File: src/hdl/uud_pkg.sv
`timescale 1ns / 1ps
// Shared types and constants for the Unicode code-unit decoder.
// No dependencies; imported by every module of the block.
package uud_pkg;

   typedef struct packed {
      logic [31:0] code_unit;
      logic [2:0]  units_left;
   } req_type;

   typedef struct packed {
      logic [31:0] code_point;
      logic [1:0]  status;
   } rsp_type;

   // unit_mode codes (3 behaves as UTF-32)
   localparam logic [1:0] MODE_UTF8  = 2'd0;
   localparam logic [1:0] MODE_UTF16 = 2'd1;
   localparam logic [1:0] MODE_UTF32 = 2'd2;

   // status codes
   localparam logic [1:0] STATUS_CHAR    = 2'd0;
   localparam logic [1:0] STATUS_INVALID = 2'd1;
   localparam logic [1:0] STATUS_TERM    = 2'd2;

   // UTF-8 lead byte bounds
   localparam logic [7:0] LEAD_TWO   = 8'hC0;
   localparam logic [7:0] LEAD_THREE = 8'hE0;
   localparam logic [7:0] LEAD_FOUR  = 8'hF0;
   localparam logic [7:0] LEAD_BAD   = 8'hF8;

   // offsets removed from the shifted-in UTF-8 sequence
   localparam logic [31:0] UTF8_TWO_OFFSET   = 32'h0000_3080;
   localparam logic [31:0] UTF8_THREE_OFFSET = 32'h000E_2080;
   localparam logic [31:0] UTF8_FOUR_OFFSET  = 32'h03C8_2080;

   // UTF-16 surrogate constants
   localparam logic [15:0] HIGH_SURR_LO = 16'hD800;
   localparam logic [15:0] HIGH_SURR_HI = 16'hDBFF;
   localparam logic [15:0] LOW_SURR_LO  = 16'hDC00;
   localparam logic [31:0] SUPP_BASE    = 32'h0001_0000;

   // decode stage handshake toward the result register
   typedef struct packed {
      logic    emit;
      rsp_type rsp;
   } dec_out_type;

endpackage

File: src/hdl/uud_in_stage.sv
`timescale 1ns / 1ps
// Input register of the decoder: holds one item until the decode stage takes it.
// Depends on uud_pkg.
module uud_in_stage import uud_pkg::*; (
   input  logic    clock,
   input  logic    reset,
   input  logic    req_valid,
   output logic    req_stall,
   input  req_type req_data,
   input  logic    advance,
   output logic    s1_valid,
   output req_type s1_data
);

   logic    s1_valid_ff, s1_valid_in;
   req_type s1_data_ff, s1_data_in;
   logic    take;

   assign req_stall = s1_valid_ff && !advance;
   assign take      = req_valid && !req_stall;

   always_comb begin
      s1_valid_in = s1_valid_ff;
      s1_data_in  = s1_data_ff;
      if (take) begin
         s1_valid_in = 1'b1;
         s1_data_in  = req_data;
      end else if (advance) begin
         s1_valid_in = 1'b0;
      end
   end

   always_ff @(posedge clock) begin
      if (reset) begin
         s1_valid_ff <= 1'b0;
      end else begin
         s1_valid_ff <= s1_valid_in;
      end
   end

   always_ff @(posedge clock) begin
      s1_data_ff <= s1_data_in;
   end

   assign s1_valid = s1_valid_ff;
   assign s1_data  = s1_data_ff;

endmodule

File: src/hdl/uud_decode.sv
`timescale 1ns / 1ps
// Decode stage: mode register, open-sequence state and the per-unit decode logic.
// Depends on uud_pkg.
module uud_decode import uud_pkg::*; (
   input  logic        clock,
   input  logic        reset,
   input  logic        csr_wr_en,
   input  logic [1:0]  csr_wr_data,
   input  req_type     s1_data,
   input  logic        advance,
   output dec_out_type dec_out
);

   logic [1:0]  mode_ff;
   logic [1:0]  pend_ff, pend_in;
   logic [2:0]  len_ff, len_in;
   logic [31:0] acc_ff, acc_in;

   logic [2:0]  left;
   logic [7:0]  b;
   logic [15:0] u;
   logic [31:0] acc_shift;
   logic [31:0] off;
   logic [31:0] surr_hi;
   logic [31:0] surr_cp;
   logic [1:0]  pend_dec;

   assign b = s1_data.code_unit[7:0];
   assign u = s1_data.code_unit[15:0];

   // clamp units_left into 1..4
   always_comb begin
      if (s1_data.units_left == 3'd0) begin
         left = 3'd1;
      end else if (s1_data.units_left > 3'd4) begin
         left = 3'd4;
      end else begin
         left = s1_data.units_left;
      end
   end

   assign acc_shift = {acc_ff[25:0], 6'b0} + {24'b0, b};
   assign pend_dec  = pend_ff - 2'd1;
   assign surr_hi   = acc_ff - {16'b0, HIGH_SURR_LO};
   assign surr_cp   = {surr_hi[21:0], 10'b0}
                      + ({16'b0, u} - {16'b0, LOW_SURR_LO}) + SUPP_BASE;

   always_comb begin
      if (len_ff == 3'd2) begin
         off = UTF8_TWO_OFFSET;
      end else if (len_ff == 3'd3) begin
         off = UTF8_THREE_OFFSET;
      end else begin
         off = UTF8_FOUR_OFFSET;
      end
   end

   always_comb begin
      pend_in                = pend_ff;
      len_in                 = len_ff;
      acc_in                 = acc_ff;
      dec_out.emit           = 1'b0;
      dec_out.rsp.code_point = 32'd0;
      dec_out.rsp.status     = STATUS_CHAR;
      unique case (mode_ff)
         MODE_UTF8: begin
            if (pend_ff != 2'd0) begin
               acc_in  = acc_shift;
               pend_in = pend_dec;
               if (pend_dec == 2'd0) begin
                  dec_out.emit           = 1'b1;
                  dec_out.rsp.code_point = acc_shift - off;
                  len_in                 = 3'd0;
                  acc_in                 = 32'd0;
               end
            end else if (b == 8'd0) begin
               dec_out.emit       = 1'b1;
               dec_out.rsp.status = STATUS_TERM;
            end else if (b < LEAD_TWO) begin
               dec_out.emit           = 1'b1;
               dec_out.rsp.code_point = {24'b0, b};
            end else if (b < LEAD_THREE && left >= 3'd2) begin
               pend_in = 2'd1;
               len_in  = 3'd2;
               acc_in  = {24'b0, b};
            end else if (b < LEAD_FOUR && left >= 3'd3) begin
               pend_in = 2'd2;
               len_in  = 3'd3;
               acc_in  = {24'b0, b};
            end else if (b < LEAD_BAD && left >= 3'd4) begin
               pend_in = 2'd3;
               len_in  = 3'd4;
               acc_in  = {24'b0, b};
            end else begin
               dec_out.emit       = 1'b1;
               dec_out.rsp.status = STATUS_INVALID;
            end
         end
         MODE_UTF16: begin
            if (pend_ff != 2'd0) begin
               // low surrogate taken unchecked
               dec_out.emit           = 1'b1;
               dec_out.rsp.code_point = surr_cp;
               pend_in                = 2'd0;
               len_in                 = 3'd0;
               acc_in                 = 32'd0;
            end else if (u == 16'd0) begin
               dec_out.emit       = 1'b1;
               dec_out.rsp.status = STATUS_TERM;
            end else if (u >= HIGH_SURR_LO && u <= HIGH_SURR_HI) begin
               if (left >= 3'd2) begin
                  pend_in = 2'd1;
                  len_in  = 3'd2;
                  acc_in  = {16'b0, u};
               end else begin
                  dec_out.emit       = 1'b1;
                  dec_out.rsp.status = STATUS_INVALID;
               end
            end else begin
               dec_out.emit           = 1'b1;
               dec_out.rsp.code_point = {16'b0, u};
            end
         end
         default: begin
            dec_out.emit = 1'b1;
            if (s1_data.code_unit == 32'd0) begin
               dec_out.rsp.status = STATUS_TERM;
            end else begin
               dec_out.rsp.code_point = s1_data.code_unit;
            end
         end
      endcase
   end

   always_ff @(posedge clock) begin
      if (reset) begin
         mode_ff <= MODE_UTF8;
         pend_ff <= 2'd0;
         len_ff  <= 3'd0;
         acc_ff  <= 32'd0;
      end else if (csr_wr_en) begin
         // mode change drops any open sequence
         mode_ff <= csr_wr_data;
         pend_ff <= 2'd0;
         len_ff  <= 3'd0;
         acc_ff  <= 32'd0;
      end else if (advance) begin
         pend_ff <= pend_in;
         len_ff  <= len_in;
         acc_ff  <= acc_in;
      end
   end

endmodule

File: src/hdl/unicode_unit_decoder.sv
`timescale 1ns / 1ps
// Top level of the streaming Unicode code-unit decoder (UTF-8 / UTF-16 / UTF-32).
// Depends on uud_pkg, uud_in_stage and uud_decode.
//
//   channel   ports                          direction  carries
//   req       req_valid req_stall req_data   in         code_unit, units_left
//   rsp       rsp_valid rsp_stall rsp_data   out        code_point, status
//   csr       csr_wr_en csr_wr_data          in         unit_mode
//
// One item per clock sustained while no result-making item waits behind a held
// result. An item is registered on entry, decoded from the input register by the
// shift-add/subtract logic, and its result (if any) is then registered in the result register.
// Lead units that open a sequence produce no result and never wait on rsp_stall.
// Synchronous reset clears valids, sequence state and sets unit_mode to UTF-8.
// rsp_stall holds the result register; req_stall rises only when a result-making
// item sits in the input register behind a held result.
module unicode_unit_decoder import uud_pkg::*; (
   input  logic       clock,
   input  logic       reset,
   // input channel
   input  logic       req_valid,
   output logic       req_stall,
   input  req_type    req_data,
   // result channel
   output logic       rsp_valid,
   input  logic       rsp_stall,
   output rsp_type    rsp_data,
   // configuration
   input  logic       csr_wr_en,
   input  logic [1:0] csr_wr_data
);

   logic        s1_valid;
   req_type     s1_data;
   logic        advance;
   logic        out_free;
   dec_out_type dec_out;

   logic        rsp_valid_ff, rsp_valid_in;
   rsp_type     rsp_data_ff, rsp_data_in;

   // result register can take a new item if empty or draining this cycle
   assign out_free = !rsp_valid_ff || !rsp_stall;
   // items that make no result move on even behind a held result
   assign advance  = s1_valid && (out_free || !dec_out.emit);

   uud_in_stage u_in_stage (
      .clock     (clock),
      .reset     (reset),
      .req_valid (req_valid),
      .req_stall (req_stall),
      .req_data  (req_data),
      .advance   (advance),
      .s1_valid  (s1_valid),
      .s1_data   (s1_data)
   );

   uud_decode u_decode (
      .clock       (clock),
      .reset       (reset),
      .csr_wr_en   (csr_wr_en),
      .csr_wr_data (csr_wr_data),
      .s1_data     (s1_data),
      .advance     (advance),
      .dec_out     (dec_out)
   );

   always_comb begin
      rsp_valid_in = rsp_valid_ff;
      rsp_data_in  = rsp_data_ff;
      if (advance && dec_out.emit) begin
         rsp_valid_in = 1'b1;
         rsp_data_in  = dec_out.rsp;
      end else if (!rsp_stall) begin
         rsp_valid_in = 1'b0;
      end
   end

   always_ff @(posedge clock) begin
      if (reset) begin
         rsp_valid_ff <= 1'b0;
      end else begin
         rsp_valid_ff <= rsp_valid_in;
      end
   end

   always_ff @(posedge clock) begin
      rsp_data_ff <= rsp_data_in;
   end

   assign rsp_valid = rsp_valid_ff;
   assign rsp_data  = rsp_data_ff;

endmodule

File: config.mk
export PLATFORM = sky130hd
export DESIGN_NAME = unicode_unit_decoder
export DESIGN_NICKNAME = d
export VERILOG_FILES = /design/src/hdl/uud_pkg.sv /design/src/hdl/uud_in_stage.sv /design/src/hdl/uud_decode.sv /design/src/hdl/unicode_unit_decoder.sv
export SDC_FILE = /design/constraint.sdc
export NUM_CORES = 1
export LEC_CHECK = 0
export BUFFER_PORTS_ARGS = -buffer_cell sky130_fd_sc_hd__buf_2
export CORE_ASPECT_RATIO = 0.75
export CORE_MARGIN = 5
export CORE_UTILIZATION = 60
export DETAILED_ROUTE_END_ITERATION = 6
export PLACE_DENSITY = 0.81
export SLEW_MARGIN = 30
export SYNTH_ARGS = -nofsm -noshare
export SYNTH_HDL_FRONTEND = slang
export SYNTH_HIERARCHICAL = 1
export SYNTH_SLANG_ARGS = --single-unit
File: constraint.sdc
create_clock -name clock -period 5 [get_ports clock]
set_input_delay 0.5 -clock clock [delete_from_list [all_inputs] [get_ports clock]]
set_output_delay 0.5 -clock clock [all_outputs]
set_load 0.05 [all_outputs]
Word-level counts from Yosys, hierarchy flattened
Cells that the tools add are included.
{"block": "word_totals", "regBits": 104, "inputBits": 42, "out_inout_bits": 36, "elab_cells": 136}
{"block": "op_classes", "add_sub_neg": 7, "n_lt_le_gt_ge": 10, "n_eq_ne": 11, "mux": 71, "n_reduce_logical": 27}
{"operator": "$mux 26", "count": 12}
{"operator": "$mux 32", "count": 4}
{"operator": "$mux 33", "count": 3}
{"operator": "$pmux 35 s2", "count": 1}
{"operator": "$pmux 26 s2", "count": 1}
{"operator": "$mux 3", "count": 13}
{"operator": "$mux 2", "count": 18}
{"operator": "$add 32x17->32 const B", "count": 1}
{"operator": "$add 32x32->32", "count": 1}
{"operator": "$add 32x8->32", "count": 1}
{"operator": "$logic_not 32->1", "count": 1}
{"operator": "$lt 8x8->1 const B", "count": 4}
{"operator": "$sub 32x32->32", "count": 1}
{"operator": "$sub 22x16->22 const B", "count": 1}
{"operator": "$sub 16x16->17 const B", "count": 1}
{"operator": "$ge 16x16->1 const B", "count": 1}
{"operator": "$le 16x16->1 const B", "count": 1}
{"operator": "$logic_not 16->1", "count": 1}
{"operator": "$mux 16", "count": 1}
{"operator": "$mux 1", "count": 15}
{"operator": "$ne 3x2->1 const B", "count": 3}
{"operator": "$reduce_and 9->1", "count": 1}
{"operator": "$logic_and 1x1->1", "count": 8}
{"operator": "$logic_not 8->1", "count": 1}
{"operator": "20 further kinds", "count": 31}

Depth between registers and ports, before layout
Gate-level depths: netlist of run 1.
{"block": "logic_depth", "ltp_word": 20, "ltp_mapped": 16, "depth_no_buf": 15}

Cells and area by module
Netlist of run 1, hierarchy kept.
{"mod": "uud_decode", "n_inst": 1, "cells_each": 728, "area_per_inst_um2": 5312.6, "seq_area_each_um2": 660.6}
{"mod": "uud_in_stage", "n_inst": 1, "cells_each": 39, "area_per_inst_um2": 1101.1, "seq_area_each_um2": 1071.0}
{"mod": "unicode_unit_decoder", "n_inst": 1, "cells_each": 41, "area_per_inst_um2": 1072.3, "seq_area_each_um2": 1041.0}

Worst setup path after synthesis of run 1
No wires, ideal clock.
{"block": "synth_path", "kind": "register to register", "from": "register u_in_stage.s1_data_ff (netlist bit u_in_stage/s1_data[10])", "to": "register rsp_data_ff (netlist bit rsp_data[28]) (data pin)", "setup_ps": 272, "arrival_ps": 4036, "t_required_ps": 4728, "setup_slack_ps": 692, "stages_incl_launch_ff": 15, "path_buffers": 1, "period_less_slack_ps": 4308, "cell_sequence": "edfxtp_1 > ha_1 > a21oi_2 > or4b_1 > clkbuf_4 > or3_1 > xnor2_1 > ha_1 > o21ai_0 > or2b_2 > nand2_1 > a211oi_2 > a311o_2 > and4_1 > or4_4"}
{"item": "start, declared", "line_no": "uud_in_stage.sv:16", "rtl": "req_type s1_data_ff, s1_data_in;"}
{"item": "start signal, assigned", "line_no": "uud_in_stage.sv:42", "rtl": "s1_data_ff <= s1_data_in;"}
{"item": "end signal, assigned", "line_no": "unicode_unit_decoder.sv:88", "rtl": "rsp_data_ff <= rsp_data_in;"}
{"item": "end, declared", "line_no": "unicode_unit_decoder.sv:40", "rtl": "rsp_type rsp_data_ff, rsp_data_in;"}

==> run_results.csv, run 1 <==
group,metric,value,unit
setup_path,critPathMaxFanout,10,
power,power.density,260,nW/um^2
sta,setup_viol_count_final,0,
synthesis,synthTopCellsByArea,"edfxtp_1 (28%), dfxtp_1 (9.4%), ha_1 (9.4%), xnor2_1 (5.8%), a21oi_1 (3.8%)",
die,core,12300,um^2
sta,fin_tns_setup,0,ps
cts,cts_resized,0,
setup_path,crit_arrival,4730,ps
grt,grt_start_max_net_pins,36,
synthesis,seq_area_frac_synth,0.370,
cts,root_buffer,"clkbuf_16",
synthesis,postSynthAreaPerCell,9.26,um^2
sta,relSlewSlack,0.431,
cts,cts_sinks,104,
die,die_x,139,um
synthesis,netlist.area_leader.share,0.277,
die,boundaryPins,78,
synthesis,synth.distinct_cells,88,
synthesis,yosys_most_used_dff,"edfxtp_1",
hold_path,min_path_type,"input pin to flip-flop",
detailed_routing,wirelength,21600,um
detailed_routing,detail_route.vias_per_cell,6.48,
setup_path,start_kind,"flip-flop",
grt,grt_use_total,0.294,
power,peakVddDrop,0.000163,V
synthesis,synth_cells,808,
cts,cts_tree,"built",
cells_and_area,syn2layout_area_growth,9.58,%
detailed_routing,drt_iter0_drc,900,
synthesis,synth_area,7490,um^2
cts,clk_pin_slew_worst_paths,80,ps
sta,max_freq,0.216,GHz
synthesis,ys_seq_elements,104,
cts,cts_buffers,9,
run_status,status,"finished clean",
power,p_leak,3.15,nW
detailed_routing,ant_nets,0,
placed_design,hpwl,16400,um
grt,grt_pass1_wl,34300,um
grt,antenna_found_initial,0,
die,initial_core_util,0.611,
synthesis,synthArstFlopShare,0,
sta,grt_setup_unrepaired,"false",
cts,clock_latency,350,ps
cells_and_area,diodes,0,
cts,clk_path_buf_depth,2,
cells_and_area,final_nets,962,
synthesis,yosysTopAreaCell,"edfxtp_1",
placed_design,place.gp.congestion,0.987,
grt,grt_pass1_vias,6278,
synthesis,synth_warnings,6,
power,p_total,0.00213,W
detailed_routing,drtPass1Iterations,6,
die,die_area,14800,um^2
job,drv_cap,0,
setup_path,critical_path_class,"flip-flop to flip-flop",
synthesis,synth_edf_count,69,
cts,h-tree-depth,3,
detailed_routing,vias,6694,
die,placementRows,35,
sta,slew_viol_final,0,
sta,worst_slew_pin_slew,851,ps
cts,postCtsSetupBuffers,0,
placed_design,port-buffer-count,77,
setup_path,cp.required,5100,ps
sta,fin_crit_sh,0.926,
detailed_routing,drc,0,
sta,skew,15.0,ps
setup_path,crit_path_end_kind,"flip-flop",
grt,grt-ovfl-total,0,
detailed_routing,avgRoutedWirePerCell,20.9,um
sta,fin_crit,4630,ps
synthesis,syn_nets,908,
cells_and_area,drive_gt1_frac,0.161,
sta,hold_viol,0,
die,die_h,107,um
cts,hold_buffers,0,
-- cell usage in the layout, fill, tap and decap left out, types with 11 or more instances in the layout --
| master | Yosys | routed |
|---|---|---|
| ha_1 | 56 | 56 |
| inv_1 | 27 | 27 |
| o21ai_0 | 47 | 47 |
| xor2_1 | 21 | 21 |
| xnor2_1 | 50 | 50 |
| buf_4 | 1 | 11 |
| a21oi_1 | 57 | 56 |
| a22oi_1 | 13 | 13 |
| nor4_1 | 14 | 14 |
| nand2_1 | 67 | 67 |
| nand3_1 | 34 | 34 |
| edfxtp_1 | 69 | 69 |
| dfxtp_1 | 35 | 35 |
| nor2_1 | 65 | 64 |
| buf_2 | 1 | 77 |
| nor3_1 | 27 | 27 |
| nand4_1 | 13 | 13 |
-- synth_stat cells, drive strengths merged, types with 2 or more instances --
cell type,n
xnor2,52
xor2,21
a221oi,8
inv,27
a221o,2
nor4,15
o221ai,2
a41oi,2
o21ba,2
a211oi,10
or3,7
nor2b,9
o31ai,3
o21ai,48
ha,56
a22oi,13
or4,4
a311o,2
buf,10
o221a,2
a211o,3
nand2,67
fa,2
and3,9
a21o,7
nor3,28
dfxtp,35
a31oi,7
nand3,35
o211ai,8
nand2b,6
a2111oi,4
nand3b,5
o21bai,3
nor2,66
a21oi,60
and2,10
o21a,3
edfxtp,69
or2,10
mux2i,9
nand4,14
clkbuf,34
-- worst max-delay path, cell delays in order, from the launching register on --
cell	delay (ps)
edfxtp_1	560
ha_1	410
a21oi_2	110
or4b_1	570
or3_1	470
xnor2_1	230
ha_1	340
o21ai_0	100
or2b_2	330
nand2_1	90
a211oi_2	40
a311o_2	410
and4_1	210
or4_4	490
-- logic make-up (layout without fill, tap and decap cells) --
logic type | Yosys count | count (layout) | synth area share
buf+inv | 72 | 131 | 0.0493
mux | 10 | 10 | 0.0135
xor+xnor | 73 | 73 | 0.0904
simple gates | 292 | 292 | 0.199
fa+ha+maj | 58 | 58 | 0.0989
flops | 104 | 104 | 0.370
compound gates | 199 | 199 | 0.179
-- per-layer routing --
metal  share of wire  up-vias  track usage
met2            0.42      372        0.428
met3            0.12       42       0.0789
met1            0.44     3181        0.434
met5               0        -            0
met4           0.019        0       0.0733
li1                -     3099            -
-- state kept, by name, indices dropped and copies added (netlist names) --
name                 cells
u_in_stage/s1_valid      1
rsp_valid                1
u_in_stage/s1_data      35
u_decode/pend_ff         2
rsp_data                34
u_decode/mode_ff         2
u_decode/len_ff          3
u_decode/acc_ff         26
-- report_power, final --
group          internal (W)  total (W)  switching (W)
registers          0.000969    0.00100      0.0000356
logic              0.000154   0.000449       0.000295
clock network      0.000354   0.000677       0.000323
total               0.00148    0.00213       0.000654
-- worst paths after layout --
check                                            start                endpoint  slack (ps)  cells past startpoint
worst min-delay path                      req_data[31]  u_in_stage/s1_data[31]         320                      1
worst min register to register     u_decode/acc_ff[25]     u_decode/acc_ff[25]         490                      2
worst max-delay path            u_in_stage/s1_data[10]            rsp_data[28]         370                     13
worst max register to register  u_in_stage/s1_data[10]            rsp_data[28]         370                     13
-- stage by stage --
step	std cells	area, um^2	setup WS [ps]	utilization	hold slack, ps
2_1_floorplan	808	7490	692	-	444
3_3_place_gp	1017	7920	530	0.646	455
5_1_grt	1033	8200	184	0.669	302
6_report	1033	8200	368	0.669	320
3_5_place_dp	1017	7920	432	0.646	473
4_1_cts	1033	8200	405	0.669	306
-- cell type report --
cell class	count	area [um^2]
flip-flops and latches	104	2770
well taps	166	208
repair buffers	88	468
fillers	1011	4060
inverters	27	101
clock buffers	10	239
multi-input cells	632	4370
clock inverters	6	43.8
Note: power is estimated with default switching activity, not from simulation.
==> run 2, diff against run 1 <==
Settings changed: ABC_AREA set to 1, CORE_UTILIZATION 60 to 61, PLACE_DENSITY 0.81 to 0.82.
==> run 2 against run 1 <==
Count of clock-buffer cells in the layout fell by 1. Synthesized cell count rose by 31%. Maximum frequency rose by 17%. Utilization rose by 2.8 points. Worst hold slack got worse by 12 ps. Power rose by 6.3%. Area after synthesis rose by 4.1%. Via count rose by 15%. Highest routed layer unchanged.
==> run_results.csv, run 2 <==
group,metric,value,unit
setup_path,critPathMaxFanout,16,
synthesis,synth.distinct_cells,56,
synthesis,seq_area_frac_synth,0.356,
setup_path,crit_arrival,3470,ps
die,placementRows,35,
power,power.density,262,nW/um^2
die,die_x,141,um
cts,h-tree-depth,3,
detailed_routing,drtPass1Iterations,6,
setup_path,crit_start,"u_in_stage/s1_data[14]",
sta,fin_tns_setup,0,ps
cells_and_area,fin_cells,1304,
detailed_routing,drt_iter0_drc,819,
sta,skew,10.4,ps
setup_path,cp-endpoint,"req_stall",
cts,cts_sinks,104,
synthesis,ys_seq_elements,104,
synthesis,postSynthAreaPerCell,7.36,um^2
cells_and_area,final_nets,1233,
cts,cts_buffers,9,
die,core,12400,um^2
setup_path,ff2ff_path_depth,16,
setup_path,critical_path_class,"flip-flop to output pin",
cts,clock_latency,360,ps
setup_path,worstReg2RegStart,"u_in_stage/s1_data[14]",
synthesis,synth_area,7800,um^2
synthesis,syn_nets,1159,
sta,slew_viol_final,0,
sta,max_freq,0.252,GHz
cells_and_area,layout_common_cells,"nand2_1 (243), inv_1 (125), nor2_1 (106), a21oi_1 (92), nand3_1 (81)",
grt,grt_pass1_vias,6878,
synthesis,yosys_most_used_dff,"edfxtp_1",
synthesis,synth_edf_count,69,
setup_path,start_kind,"flip-flop",
cells_and_area,fill_cells,1075,
placed_design,place.gp.congestion,1.01,
die,die_area,15200,um^2
die,die_h,108,um
detailed_routing,wirelength,23300,um
cts,root_buffer,"clkbuf_16",
cells_and_area,syn2layout_area_growth,10.8,%
cells_and_area,final_cell_area,8640,um^2
cts,clk_pin_slew_worst_paths,80,ps
synthesis,synthArstFlopShare,0,
hold_path,hold_start,"req_data[1]",
setup_path,crit_path_end_kind,"output pin",
detailed_routing,drc,0,
synthesis,yosysTopAreaCell,"edfxtp_1",
sta,hold_slack,308,ps
placed_design,port-buffer-count,77,
synthesis,synth_commonest_cells,"nand2_1 (243), inv_1 (125), nor2_1 (107)",
power,p_leak,3.91,nW
cts,postCtsSetupBuffers,0,
die,boundaryPins,78,
sta,worst_slew_pin_slew,917,ps
cells_and_area,largest_reg_flops,35,
synthesis,netlist.area_leader.share,0.266,
synthesis,yosysMostFrequentCell,"nand2_1",
grt,grt-ovfl-total,0,
sta,hold_viol,0,
grt,grt_start_max_net_pins,46,
sta,grt_setup_unrepaired,"false",
sta,fin_crit_sh,0.794,
cts,clk_path_buf_depth,2,
setup_path,rr_endpoint,"rsp_data[31]",
cts,cts_resized,0,
detailed_routing,avgRoutedWirePerCell,17.9,um
setup_path,cp.required,4500,ps
sta,relSlewSlack,0.383,
die,initial_core_util,0.629,
grt,antenna_found_initial,0,
synthesis,synth_cells,1059,
cts,cts_tree,"built",
run_status,status,"finished clean",
placed_design,place_inst,1288,
cells_and_area,drive_gt1_frac,0.131,
grt,grt_pass1_wl,36900,um
placed_design,post-place-ws,1130,ps
setup_path,r2r_slack,1070,ps
cells_and_area,final_common_cell,"nand2_1",
hold_path,min_path_type,"input pin to flip-flop",
job,drv_cap,0,
synthesis,synth_warnings,6,
detailed_routing,detail_route.vias_per_cell,5.90,
power,peakVddDrop,0.000159,V
synthesis,synthTopCellsByArea,"edfxtp_1 (27%), nand2_1 (12%), dfxtp_1 (9.0%), ha_1 (9.0%), inv_1 (6.0%)",
cells_and_area,diodes,0,
sta,setup_viol_count_final,0,
placed_design,hpwl,18300,um
grt,grt_use_total,0.313,
sta,finalWorstSetupSlack,1030,ps
placed_design,place_area,8340,um^2
detailed_routing,vias,7690,
cts,hold_buffers,0,
sta,fin_crit,3970,ps
detailed_routing,ant_nets,0,
[run 2: cells by family after synthesis]
kind of cell,synth area share
AO/OA/AOI/OAI,0.150
AND/OR/NAND/NOR,0.289
buffers and inverters,0.0785
adder cells (fa/ha/maj),0.0950
XOR/XNOR,0.0313
flip-flops,0.356
[run 2: worst min path at each step]
stage / depth (start not counted) / endpoint / slack, ps
3_3_place_gp: 2 / u_decode/len_ff[1] / 480
5_1_grt: 1 / u_in_stage/s1_data[0] / 300
3_5_place_dp: 2 / u_decode/len_ff[1] / 480
2_1_floorplan: 2 / u_decode/len_ff[1] / 460
6_report: 1 / u_in_stage/s1_data[1] / 310
4_1_cts: 1 / u_in_stage/s1_data[1] / 300
[run 2: critical path, cell delays in order, from the launching register on]
cell	delay, ps
edfxtp_1	440
ha_1	220
nand2_1	60
nand2_1	110
nand3_1	550
inv_1	270
o41ai_1	100
nand2_1	260
nor3_1	80
nor3_1	240
inv_1	90
o21ai_0	160
inv_1	70
inv_1	60
nand2_2	60
inv_2	80
buf_2	260
[run 2: power by group]
part           total [W]  switching (W)  internal [W]
Combinational   0.000543       0.000382      0.000160
Sequential       0.00101      0.0000346      0.000977
Clock           0.000711       0.000357      0.000354
[run 2: through the flow]
step | total power (W) | util
after floorplan | 0.00141 | -
after global placement | 0.00155 | 0.673
after CTS | 0.00227 | 0.697
after detailed placement | 0.00156 | 0.673
after global routing | 0.00238 | 0.697
final | 0.00227 | 0.697
[run 2: layout make-up]
class	instances	area (um^2)	share of cell area
multi-input cells	801	4420	0.512
flip-flops and latches	104	2770	0.321
inverters	135	507	0.0587
repair buffers	82	435	0.0504
clock buffers	9	225	0.0261
well taps	166	208	0.0240
clock inverters	7	71.3	0.00826
[run 2: per-layer routing]
layer,global-route usage,part of all wire,wire length [um],up-vias
li1,-,-,-,3730
met1,0.477,0.45,10500,3496
met2,0.430,0.39,9120,440
met3,0.104,0.15,3510,24
met4,0.0609,0.010,244,0
met5,0,0,0,-
